$ cat src/rtl/core/losof_pkg.sv
package losof_pkg;

	// profile storage
	localparam int MAX_POINTS = 1024;
	localparam int ADDR_W     = $clog2(MAX_POINTS);
	localparam int CNT_W      = ADDR_W + 1;

	// field widths
	localparam int DIST_W   = 24;
	localparam int ELEV_W   = 24;
	localparam int HGT_W    = 20;
	localparam int FRAC_W   = 16;
	localparam int OIDX_W   = 10;
	localparam int OHGT_W   = 24;
	localparam int CFG_W    = 24;
	localparam int CIDX_W   = 2;

	// arithmetic widths
	localparam int END_W    = ELEV_W + 2;          // elevation plus antenna height
	localparam int DIFF_W   = END_W + 1;           // receiver end minus source end
	localparam int PROD_W   = FRAC_W + 1 + DIFF_W; // signed fraction times difference
	localparam int PSH_W    = PROD_W - FRAC_W;     // product scaled down by 2^16
	localparam int EXC_W    = PSH_W + 2;           // elevation minus sight height

	// register indexes
	localparam logic [CIDX_W-1:0] REG_SOURCE_HEIGHT   = 2'd0;
	localparam logic [CIDX_W-1:0] REG_RECEIVER_HEIGHT = 2'd1;
	localparam logic [CIDX_W-1:0] REG_TOTAL_DISTANCE  = 2'd2;

	typedef enum logic [2:0] {
		ST_LOAD,
		ST_START,
		ST_READ,
		ST_DSTART,
		ST_DIV,
		ST_EXC,
		ST_UPD,
		ST_DONE
	} state_t;

	// request to the fraction divider
	typedef struct packed {
		logic              start;
		logic [DIST_W-1:0] dividend;
		logic [DIST_W-1:0] divisor;
	} div_req_t;

	// answer from the fraction divider
	typedef struct packed {
		logic              done;
		logic [FRAC_W-1:0] frac;
	} div_rsp_t;

endpackage

$ cat src/rtl/core/losof_frac_div.sv
module losof_frac_div (
	input  logic                clk,
	input  logic                arst_n,
	input  losof_pkg::div_req_t req,
	output losof_pkg::div_rsp_t rsp
);

	localparam int CW = $clog2(losof_pkg::FRAC_W);

	logic [losof_pkg::DIST_W-1:0] rem_q;
	logic [losof_pkg::DIST_W-1:0] dvs_q;
	logic [losof_pkg::FRAC_W-1:0] quot_q;
	logic [CW-1:0]                cnt_q;
	logic                         busy_q;
	logic                         done_q;
	logic                         sat_q;
	logic [losof_pkg::DIST_W-1:0] dvs_eff;
	logic [losof_pkg::DIST_W:0]   shifted;
	logic                         qbit;

	// zero divisor behaves as one
	assign dvs_eff = (req.divisor == '0) ? losof_pkg::DIST_W'(1) : req.divisor;

	// one restoring step per cycle while busy
	assign shifted = {rem_q, 1'b0};
	assign qbit    = (shifted >= {1'b0, dvs_q});

	// control
	always_ff @(posedge clk or negedge arst_n) begin
		if (!arst_n) begin
			busy_q <= 1'b0;
			done_q <= 1'b0;
			cnt_q  <= '0;
		end else begin
			done_q <= busy_q && !req.start && (cnt_q == '0);
			if (req.start) begin
				busy_q <= 1'b1;
				cnt_q  <= CW'(losof_pkg::FRAC_W - 1);
			end else if (busy_q) begin
				cnt_q <= cnt_q - CW'(1);
				if (cnt_q == '0) begin
					busy_q <= 1'b0;
				end
			end
		end
	end

	// remainder and quotient
	always_ff @(posedge clk) begin
		if (req.start) begin
			rem_q  <= req.dividend;
			dvs_q  <= dvs_eff;
			sat_q  <= (req.dividend >= dvs_eff);
			quot_q <= '0;
		end else if (busy_q) begin
			rem_q  <= qbit ? losof_pkg::DIST_W'(shifted - {1'b0, dvs_q})
			               : shifted[losof_pkg::DIST_W-1:0];
			quot_q <= {quot_q[losof_pkg::FRAC_W-2:0], qbit};
		end
	end

	// fraction of one or more saturates
	assign rsp.done = done_q;
	assign rsp.frac = sat_q ? '1 : quot_q;

endmodule

$ cat config.mk
export PLATFORM = sky130hd
export DESIGN_NAME = losof_frac_div
export DESIGN_NICKNAME = d
export VERILOG_FILES = /design/src/rtl/core/losof_pkg.sv /design/src/rtl/core/losof_frac_div.sv
export SDC_FILE = /design/constraint.sdc
export NUM_CORES = 1
export LEC_CHECK = 0
export BUFFER_PORTS_ARGS = -buffer_cell sky130_fd_sc_hd__buf_2
export CORE_ASPECT_RATIO = 1.75
export CORE_UTILIZATION = 50
export CTS_CLUSTER_DIAMETER = 100
export DETAILED_ROUTE_END_ITERATION = 8
export PLACE_DENSITY = 0.74
export SKIP_LAST_GASP = 1
export SYNTH_ARGS = -nofsm -noshare
export SYNTH_HDL_FRONTEND = slang
export SYNTH_SLANG_ARGS = --single-unit
$ cat constraint.sdc
create_clock -name clk -period 3.2 [get_ports clk]
set_input_delay 0.32 -clock clk [delete_from_list [all_inputs] [get_ports clk]]
set_output_delay 0.32 -clock clk [all_outputs]
set_load 0.02 [all_outputs]
==> impl_summary.md, run 1 <==
Placed design
The congestion estimate from routability-driven global placement came to 0.8930. The HPWL after detailed placement is 9108 microns. After detailed placement, the total cell area comes to 5493 sq um.

The total of buffers placed on input and output ports is 67.

Final layout
Once layout is done, the placed cells without fillers occupy 5817 sq um. The library cells used most frequently in the layout, excluding fill and tap cells, are buf_2, inv_1, ha_1, edfxtp_1, nor2_1. The layout-stage area growth over the synthesis result is 13.39%. Leaving out fill and tap cells, the most frequent cell in the layout is buf_2. The number of antenna diodes in the final layout is 0. The net count reported at finish is 689. Summing all flip-flop and latch instances after layout gives 1942 sq um. The footprint of the multi-input gates is 2756 sq um. Of the cells placed in the final design, the portion with a size suffix greater than 1 is 21.59%. The final cell utilization of the core is 58.70%. The number of filler instances in the final layout is 880.

Yosys
The compound-gate portion of the synthesized area is 17.27%. The synthesized netlist devotes 16.80% of its cell area to simple gates. Sequential elements use 37.85% of the synthesized area. After Yosys synthesis, full adders, half adders and majority gates account for 12.34% of the synthesized area. The synthesized netlist occupies a cell area of 5130 sq um.

The most used flip-flop cell after synthesis is edfxtp_1. Counting flops with an async set or reset pin after synthesis yields a share of 8.451%. The Yosys step of the flow raised 0 warnings. Ranked by total cell area, the synthesized netlist is headed by edfxtp_1, ha_1, dfxtp_1. A synthesized cell averages 9.378 sq um. The mux share of post-synthesis cell area is 3.732%.

The number of instances in the synthesized netlist is 547. The combinational family with the most area after synthesis is compound AO/OA/AOI/OAI gates. The synthesized netlist net count is 648.

The share of the synthesized area in the top cell type is 28.68%. The biggest area contributor in the post-synthesis netlist is edfxtp_1. The count of cell types in the netlist is 65. The synthesized netlist devotes 3.585% of its cell area to XOR and XNOR gates. Counting flops with a built-in enable in the synthesized netlist gives 49.

After synthesis the netlist holds a flip-flop and latch count of 71.

Timing
The post-layout minimum cycle time is 2964 ps. The clock tree skew after final layout is 9.479 ps. The worst-margin pin slew is 721.0 ps. Measured against its own limit, the worst slew margin works out to 51.93%. The final hold violation count was 0. Setup repair after global routing left no endpoint under its margin.

The share of the clock period used by the worst path after layout is 92.61%. The final setup violation count is 0. The number of max-slew violations in the final report is 0. The maximum achievable frequency is 0.3374 GHz.

Clock tree
The maximum root-to-sink buffer count is 2. The H-tree was split into 3 levels. TritonCTS built the clock tree. The root buffer cell chosen for the clock tree is clkbuf_16. The later pin in the worst-skew pair is clocked with a latency of 340 ps.

Counting the buffers created by CTS gives 9. After clock tree synthesis, the clock-pin slew on the worst setup and hold paths is 60 ps. Clock tree synthesis found a total of 71 sinks.

Route
Using the TritonRoute via totals, the vias-per-cell ratio works out to 5.708. After detailed routing, the number of remaining DRC violations is 0. The detail route stage leaves a number of antenna-violating nets equal to 0. The final wirelength is 11960 microns. The routed layout has 4098 vias.

The number of detailed-route iterations in the first pass is 5. After detailed routing, the average wire length per cell comes to 16.66 microns. The starting DRC count in detailed routing is 175.

Power
Summed over all cells, the static leakage comes to 2.756 nW. The total power is 4.627 mW. Dividing total power by cell area gives a power density of 795.5 nW/um^2. VDD sags by at most 536.1 uV.

Die
During I/O placement, the number of pins put on the boundary was 68. In this run the vertical extent of the chip is 136.0 microns. The overall die area is 10690 sq um. The overall die width is 78.57 microns.

The core region is 9910 sq um. Row generation in the floorplan step produced 48 rows. The initial core utilization is 51.77%.

Global routing
The final global-route overflow total is 0. The number of antenna violations at the first check in global routing is 0. The via count of the first global-routing pass is 4284. The pin count of the biggest net entering global routing is 65. Global routing consumed, over all layers together, 23.91% of the routing resources.

The first global-routing pass estimated 19690 microns of wire.

Setup path
At the worst endpoint, the arrival time is 3040 ps. Along the worst path, the maximum fanout reaches 14. The data required time at the worst endpoint is 3280 ps.

The classification of the worst setup path is reg2reg. The worst setup path is launched from a register. The worst reg-to-reg path cell count is 10. STA classifies the critical path endpoint as a register.

Hold path
The hold path depth is 1. In this run the worst hold path is classified as in2reg.

Run status
The run finished with clean final reports.

Flow run
The max-cap check violation count is 0.
==> cells by family (layout without fill, tap and decap cells) <==
group,count (synthesis),in the layout
buf+inv,108,154
fa+ha+maj,50,50
xor+xnor,21,21
simple gates,157,157
flops,71,71
compound gates,121,121
mux,19,19
==> repair_timing <==
item / CTS / global route
setup buffers: 0 / 0
resized for setup: 0 / 0
hold buffers: 1 / 0
endpoints found under the hold margin: 6 / 0
==> where the power goes <==
group	internal, mW	leakage (nW)	switching (mW)
combinational	0.937	1.91	1.27
clock	0.679	0.148	0.382
sequential	1.23	0.697	0.120
==> cells in the mapped netlist (all sizes together), types with 2 or more instances <==
master and n:
inv 60, edfxtp 49, ha 49, clkbuf 35, nor2 34, a21oi 32, nand2 28, o21ai 24
mux2i 18, or2 18, dfxtp 16, buf 13, o311ai 13, a21o 12, nand3b 12, xnor2 12
nand2b 10, nor2b 10, nor3 10, xor2 9, a221o 8, nand4 7, nor4 7, dfrtp 6
a211oi 5, nand3 5, and3 4, and3b 4, o21a 4, o21bai 4, a31oi 3, o31ai 3
a221oi 2, nand4b 2, nor3b 2, o311a 2
==> flip-flops by register name, indices dropped and copies added, names as in the netlist <==
| signal | cells |
|---|---|
| busy_q | 1 |
| cnt_q | 4 |
| sat_q | 1 |
| quot_q | 16 |
| dvs_q | 24 |
| done_q | 1 |
| rem_q | 24 |
==> cell type report <==
class	count	share of cell area, %
multi-input cells	368	47.39
inverters	60	3.872
repair buffers	78	7.270
clock buffers	10	3.936
clock inverters	6	1.463
well taps	125	2.689
flip-flops and latches	71	33.38
==> critical path, cell delays in order (launching register included) <==
cell and delay [ps]:
edfxtp_1 390, ha_1 400, a21oi_2 230, nand2_1 110, o21ai_2 240, o311ai_4 150, a211oi_1 250, o21a_2 390
buf_4 210, a211oi_1 50, a221o_1 290
==> metrics by stage <==
step,hold WS (ps),setup TNS (ps),instances,setup slack [ps]
CTS,178.3,0,718,272.5
global route,179.9,0,718,10.14
floorplan,24.41,0,547,620.4
finish,183.7,0,718,236.4
global placement,147.5,-53.04,701,-53.04
detailed placement,151.9,-21.65,701,-21.65
==> worst paths after layout <==
path	start	end	slack, ps
max in group asynchronous	arst_n	cnt_q[3]	2720
min reg2reg	quot_q[15]	quot_q[15]	520
min in group asynchronous	arst_n	done_q	330
min	req[17]	dvs_q[17]	180
max	rem_q[5]	rem_q[22]	240
max reg2reg	rem_q[5]	rem_q[22]	240
==> per-layer routing <==
| layer | vias to the layer above | wire, microns | GRT usage [%] |
|---|---|---|---|
| li1 | 2016 | - | - |
| met1 | 1953 | 4538 | 24.05 |
| met2 | 103 | 6523 | 45.46 |
| met3 | 26 | 407 | 3.960 |
| met4 | 0 | 494 | 13.17 |
| met5 | - | 0 | 0 |
(Power assumes the default switching activity.)
==> run 2: changes to the inputs <==
--- a/config.mk
+++ b/config.mk
@@ -7,10 +7,10 @@
 export LEC_CHECK = 0
 export BUFFER_PORTS_ARGS = -buffer_cell sky130_fd_sc_hd__buf_2
 export CORE_ASPECT_RATIO = 1.75
-export CORE_UTILIZATION = 50
+export CORE_UTILIZATION = 40
 export CTS_CLUSTER_DIAMETER = 100
 export DETAILED_ROUTE_END_ITERATION = 8
-export PLACE_DENSITY = 0.74
+export PLACE_DENSITY = 0.62
 export SKIP_LAST_GASP = 1
 export SYNTH_ARGS = -nofsm -noshare
 export SYNTH_HDL_FRONTEND = slang
==> run 2 against run 1 <==
  * First-iteration DRC count increased by 22%
  * Combinational power about the same
  * Sequential share of layout area decreased by 0.28 points
  * Register-to-register slack improved by 20 ps
  * Clock skew increased by 1.9 ps
  * Global-route usage decreased by 4.2 points
  * Setup slack improved by 16 ps
  * Critical path depth decreased by 1
  * Count of clock-buffer cells in the layout unchanged
  * Die area increased by 24%
  * Sequential cell count unchanged
  * Cell area increased by 0.86%
  * Critical endpoint is now rem_q[20]
  * Largest power group unchanged
==> impl_summary.md, run 2 (synthesis results as in run 1) <==
Route
The via count of the routed design is 4061 (-0.90%). The number of detailed-route iterations in the first pass came to 4 (-1). The mean number of vias per cell was 5.329 (-6.6%). The starting DRC count in detailed routing is 213 (+22%).

The final wirelength came to 12380 microns (+3.5%). The number of routed nets with antenna violations was 0 (unchanged). The count of unresolved DRC violations after routing was 0 (unchanged).

The detailed-route wire length per cell is 16.25 microns (-2.5%).

Global routing
The wire length of the first global-routing pass is 20330 microns (+3.3%). The met1 capacity usage during global routing is 21.20% (-2.9 points). The number of antenna violations at the first check in global routing is 0 (unchanged).

The total track usage is 19.71% (-4.2 points). The via count of the first global-routing pass was 4277 (-0.16%). The global-route track usage on met2 is 36.68% (-8.8 points). The fraction of met3 tracks used by global routing was 3.205% (-0.75 points).

met2 is the most crowded layer. The final global-route overflow total was 0 (unchanged). The pin count of the biggest net entering global routing is 66 (+1.5%).

Setup path
For this design, the slowest cell found on the critical path is edfxtp_1. The data required time at the worst endpoint is 3290 ps (about the same). The worst-path maximum fanout is 22 (+8).

The worst setup path is launched from a register. The type of destination of the critical path is a register. The critical path's largest stage delay is 400 ps (about the same). The data arrival time of the worst path is 3030 ps (about the same). Traced cell by cell, the critical path runs through ha_1 > a21oi_2 > nand2_1 > o21ai_2 > o311ai_4 > a211oi_1 > o21a_4 > nor2_1 > a221o_1.

By startpoint and endpoint, the worst setup path is classified as reg2reg.

Timing
The final setup violation count is 0 (unchanged). Setup repair after global routing left no endpoint under its margin. The post-layout minimum cycle time is 2947 ps (-16.36 ps). The share of the clock period used by the worst path after layout is 92.10% (-0.51 points).

The clock tree skew after final layout is 11.40 ps (+1.920 ps). The final hold violation count was 0 (unchanged). The remaining max-slew budget at the tightest pin is 54.42% (+2.5 points).

The number of max-slew violations in the final report was 0 (unchanged). The final-layout setup total negative slack is 0 ps (unchanged). The hold slack was 183.8 ps (+0.02900 ps). The maximum achievable frequency is 0.3393 GHz (+0.56%).

The worst-margin pin slew was 683.7 ps (-37.30 ps). The post-route worst setup slack is 252.7 ps (+16.36 ps).

Power
The total power density per cell area came to 769.1 nW/um^2 (-3.3%). The static power due to leakage came to 2.762 nW (+0.20%). The maximum ir drop on the vdd rail is 387.6 uV (-28%).

Run status
The run finished with clean final reports.

Clock tree
The insertion delay to the later sink of the worst-skew pair is 340 ps (about the same). The H-tree depth reported by CTS is 3 (unchanged). The clock input transition at the sequential cells of the worst setup and hold paths came to 60 ps (about the same). The maximum root-to-sink buffer count came to 2 (unchanged). The sink count of the clock tree is 71 (unchanged).

The number of CTS-inserted buffers is 9 (unchanged). The TritonCTS clock tree is yes. The cell at the root of the clock tree is clkbuf_16. The number of buffers inserted to repair setup after CTS is 0 (unchanged).

Final layout
The net count reported at finish is 690 (+0.15%). The combined flip-flop and latch cell area is 1942 sq um (unchanged). The post-route non-filler standard cell count is 762 (+6.1%).

Leaving out fill and tap cells, the most frequent cell in the layout is buf_2. The fraction of layout instances using a drive strength above 1 is 21.89% (+0.30 points). The layout-stage area growth over the synthesis result is 14.37%. Leaving out fill and tap cells, the most frequent cells in the layout are buf_2, inv_1, ha_1, edfxtp_1, nor2_1. The largest registers in the layout are dvs_q: 24 flops, rem_q: 24 flops, quot_q: 16 flops. The total inserted antenna cells is 0 (unchanged). The number of filler instances in the final layout came to 1191 (+35%).

The footprint of the multi-input gates is 2763 sq um (+0.23%). The final cell utilization of the core came to 46.94% (-12 points).

Placed design
The total of buffers placed on input and output ports is 67 (unchanged). The final weighted congestion in routability-driven placement is 0.8528 (-4.5%). The detailed placement HPWL is 9432 microns (+3.6%).

The setup slack at placement is 55.16 ps (+76.81 ps). The number of cells in the design after placement was 745 (+6.3%).

Die
The number of top-level pins is 68 (unchanged). The row count came to 54 (+13%). The overall die width is 87.61 microns (+11%). The overall die area is 13300 sq um (+24%). The height of the die is 151.8 microns (+12%). The initial core utilization came to 41.04% (-11 points).

The core area is 12500 sq um (+26%).

Flow run
The max-cap check violation count is 0 (unchanged).

Hold path
The tightest min-delay check is of the in2reg type.
## run 2: cell types whose count changed in the layout (fill, tap and decap cells not counted), sizes merged
cell	before	now
clkinvlp	2	0
buf	77	78
bufinv	2	0
clkinv	2	5
inv	60	61
## run 2: through the flow
step	power (mW)	cell area, sq um
global placement	3.488	5567
detailed placement	3.529	5567
CTS	4.511	5861
global route	4.816	5867
finish	4.512	5867
floorplan	3.032	5130
## run 2: path summary, 6_finish.rpt
kind,startpoint,to,slack [ps],cells after the start
worst max-delay path,rem_q[5],rem_q[20],250,9
worst min-delay path,req[19],dvs_q[19],180,1
worst max register to register,rem_q[5],rem_q[20],250,9
worst min register to register,quot_q[15],quot_q[15],500,2
max in group asynchronous,arst_n,cnt_q[2],2720,2
min in group asynchronous,arst_n,cnt_q[0],340,2
## run 2: power by group
part,internal (mW),total (mW),switching (mW)
registers,1.23,1.35,0.118
logic,0.950,2.20,1.25
clock network,0.550,0.962,0.412
## run 2: per-layer routing
layer | wire length, microns | up-vias
li1 | - | 2024
met1 | 4732 | 1956
met2 | 6910 | 62
met3 | 377 | 19
met4 | 363 | 0
met5 | 0 | -
## run 2: layout make-up
| class | count | share of cell area, % |
|---|---|---|
| Clock buffer | 10 | 4.073 |
| Clock inverter | 6 | 0.7678 |
| Inverter | 60 | 3.839 |
| Multi-Input combinational cell | 368 | 47.09 |
| Sequential cell | 71 | 33.10 |
| Tap cell | 168 | 3.583 |
| Timing Repair Buffer | 79 | 7.550 |
## run 2: critical path, delay by kind of cell, from the launching register on
kind / cells / cell delay, ps
DFF: 1 / 400
adders and majority gates: 1 / 390
AOI/OAI and AO/OA: 6 / 1640
and+or+nand+nor: 2 / 260
## run 2: repair_timing
item / in CTS / in global routing
endpoints found under the setup margin: 0 / 3
hold buffers: 1 / 0
resized for setup: 0 / 1
hold endpoints to repair: 6 / 0
==> run 3: changes to the inputs <==
--- a/config.mk
+++ b/config.mk
@@ -5,7 +5,7 @@
 export SDC_FILE = /design/constraint.sdc
 export NUM_CORES = 1
 export LEC_CHECK = 0
-export BUFFER_PORTS_ARGS = -buffer_cell sky130_fd_sc_hd__buf_2
+export BUFFER_PORTS_ARGS = -buffer_cell sky130_fd_sc_hd__clkbuf_2
 export CORE_ASPECT_RATIO = 1.75
 export CORE_UTILIZATION = 40
 export CTS_CLUSTER_DIAMETER = 100
==> run 3 against run 2 <==
  * First-iteration DRC count decreased by 14%
  * Maximum frequency increased by 2.2%
  * Critical path type unchanged
  * Combinational power about the same
  * Largest cell class unchanged
==> impl_summary.md, run 3 (synthesis results as in run 1) <==
Run status
The run finished with clean final reports.

Timing
The final setup violation count was 0 (unchanged). The remaining max-slew budget at the tightest pin is 52.85% (-1.6 points). The share of the clock period used by the worst path after layout is 90.11% (-2.0 points).

The maximum achievable frequency is 0.3468 GHz (+2.2%). Setup repair after global routing left no endpoint under its margin. The post-layout minimum cycle time was 2883 ps (-63.85 ps).

The final hold violation count is 0 (unchanged). The number of max-slew violations in the final report is 0 (unchanged). The clock tree skew after final layout was 9.468 ps (-1.932 ps). The final-layout setup total negative slack is 0 ps (unchanged).

The hold slack came to 187.3 ps (+3.572 ps). The worst-margin pin slew is 707.3 ps (+23.60 ps). The post-route worst setup slack is 316.6 ps (+63.84 ps).

Setup path
The worst setup path is launched from a register. The classification of the worst setup path is reg2reg. The worst-path maximum fanout is 19 (-14%). The data required time at the worst endpoint is 3290 ps (about the same). The worst register-to-register path begins at rem_q[5]. The worst reg-to-reg path cell count is 9 (unchanged).

STA classifies the critical path endpoint as a register. The internal reg-to-reg setup slack was 320 ps (+60 ps). The data arrival time of the worst path is 2970 ps (-60 ps). The end of the worst register-to-register path is rem_q[20].

Die
The number of top-level pins is 68 (unchanged). The overall die width is 87.61 microns (unchanged). The overall die area came to 13300 sq um (unchanged). The initial core utilization was 41.04% (unchanged). The core area is 12500 sq um (unchanged). The row count was 54 (unchanged). The height of the die was 151.8 microns (unchanged).

Power
The maximum ir drop on the vdd rail was 320.6 uV (-17%). The internal cell power was 2.765 mW (+1.2%). The combinational share of power was 48.6% (about the same). The fraction of power spent switching nets was 38.56% (-0.86 points). The static power due to leakage came to 2.763 nW (about the same). The sequential power share was 30.0% (about the same). The total power density per cell area came to 769.2 nW/um^2 (about the same). The relative contribution of the clock network to total power is 21.4% (about the same). The switching power is 1.735 mW (-2.4%). The total power is 4.500 mW (-0.27%).

Global routing
The pin count of the biggest net entering global routing is 66 (unchanged). The wire length of the first global-routing pass is 20380 microns (+0.24%). The via count of the first global-routing pass is 4291 (+0.33%).

The number of antenna violations at the first check in global routing came to 0 (unchanged). The total track usage is 20.34% (+0.64 points). The final global-route overflow total is 0 (unchanged).

Clock tree
The cell at the root of the clock tree is clkbuf_16. The number of buffers inserted to repair setup after CTS is 0 (unchanged). The insertion delay to the later sink of the worst-skew pair is 340 ps (about the same). The number of CTS-inserted buffers came to 9 (unchanged). The H-tree depth reported by CTS is 3 (unchanged). The clock input transition at the sequential cells of the worst setup and hold paths is 60 ps (about the same). The TritonCTS clock tree is yes. The sink count of the clock tree is 71 (unchanged). The maximum root-to-sink buffer count is 2 (unchanged).

Final layout
Leaving out fill and tap cells, the most frequent cell in the layout is clkbuf_2. The post-route standard cell area excluding fillers was 5851 sq um (-0.28%). The net count reported at finish is 688 (-0.29%). From synthesis to final layout, the design area changed by 14.05%.

The footprint of the multi-input gates is 2763 sq um (unchanged). The total inserted antenna cells is 0 (unchanged). The combined flip-flop and latch cell area is 1942 sq um (unchanged). The number of filler instances in the final layout came to 1183 (-0.67%).

The largest registers in the layout are dvs_q: 24 flops, rem_q: 24 flops, quot_q: 16 flops. The final cell utilization of the core is 46.81% (-0.13 points). The fraction of layout instances using a drive strength above 1 came to 21.11% (-0.77 points). In the layout the commonest cells are clkbuf_2, inv_1, ha_1, edfxtp_1, nor2_1. The post-route non-filler standard cell count came to 760 (-0.26%).

Flow run
The max-cap check violation count came to 0 (unchanged).

Route
The count of unresolved DRC violations after routing is 0 (unchanged). The number of routed nets with antenna violations is 0 (unchanged). The number of detailed-route iterations in the first pass came to 4 (unchanged). The starting DRC count in detailed routing is 183 (-14%). The via count of the routed design was 4126 (+1.6%). The final wirelength was 12760 microns (+3.0%).

The detailed-route wire length per cell is 16.79 microns (+3.3%). The mean number of vias per cell came to 5.429 (+1.9%).

Placed design
The setup slack at placement is 229.2 ps (+174.1 ps). The detailed placement HPWL came to 9954 microns (+5.5%). The area after detailed placement is 5552 sq um (-0.27%). The total of buffers placed on input and output ports came to 67 (unchanged).

The final weighted congestion in routability-driven placement is 0.8737 (+2.5%). The number of cells in the design after placement is 743 (-0.27%).

Hold path
For hold timing, the worst endpoint is dvs_q[17]. The path class of the tightest hold or removal check is in2reg. The hold path depth is 1 (unchanged). In this run the most critical hold path is launched from req[17].
==> run 3: critical path, stage by stage (launching register included) <==
cell and delay [ps]:
edfxtp_1 400, ha_1 400, a21oi_2 220, nand2_1 100, o21ai_2 220, o311ai_4 150, a211oi_1 290, o21a_4 340
nor2_1 150, a221o_1 370
==> run 3: routing by layer <==
| layer | vias up | track usage, % | share of wire (%) | wire (microns) |
|---|---|---|---|---|
| met2 | 87 | 37.80 | 56 | 7146 |
| met5 | - | 0 | 0 | 0 |
| met3 | 30 | 4.508 | 3.4 | 432 |
| met1 | 1982 | 19.81 | 36 | 4616 |
| li1 | 2027 | - | - | - |
| met4 | 0 | 11.71 | 4.4 | 562 |
==> run 3: worst max path at each step <==
stage	startpoint	end	slack, ps	cells after the start
3_3_place_gp	req[15]	sat_q	340	14
2_1_floorplan	rem_q[1]	rem_q[20]	620	9
3_5_place_dp	rem_q[5]	rem_q[20]	230	9
4_1_cts	rem_q[5]	rem_q[20]	210	9
5_1_grt	rem_q[1]	rem_q[20]	110	9
6_report	rem_q[5]	rem_q[20]	320	9
==> run 3: layout make-up <==
| type | instances | share of cell area [%] |
|---|---|---|
| clock buffer | 15 | 4.748 |
| clock inverter | 1 | 0.08554 |
| inverter | 60 | 3.849 |
| multi-input combinational | 368 | 47.22 |
| sequential | 71 | 33.19 |
| tap | 168 | 3.593 |
| timing repair buffer | 77 | 7.314 |
==> run 3: what timing repair did <==
item,4_1_cts,5_1_grt
endpoints found under the hold margin,6,0
endpoints found under the setup margin,0,1
hold buffers,1,0
resized for setup,0,1
==> run 3: power groups by stage <==
stage / clock [mW] / combinational [mW] / sequential (mW)
finish: 0.963 / 2.19 / 1.35
global route: 1.02 / 2.42 / 1.37
CTS: 0.989 / 2.17 / 1.35
detailed placement: 0 / 2.15 / 1.37
global placement: 0 / 2.13 / 1.36
floorplan: 0 / 1.71 / 1.32
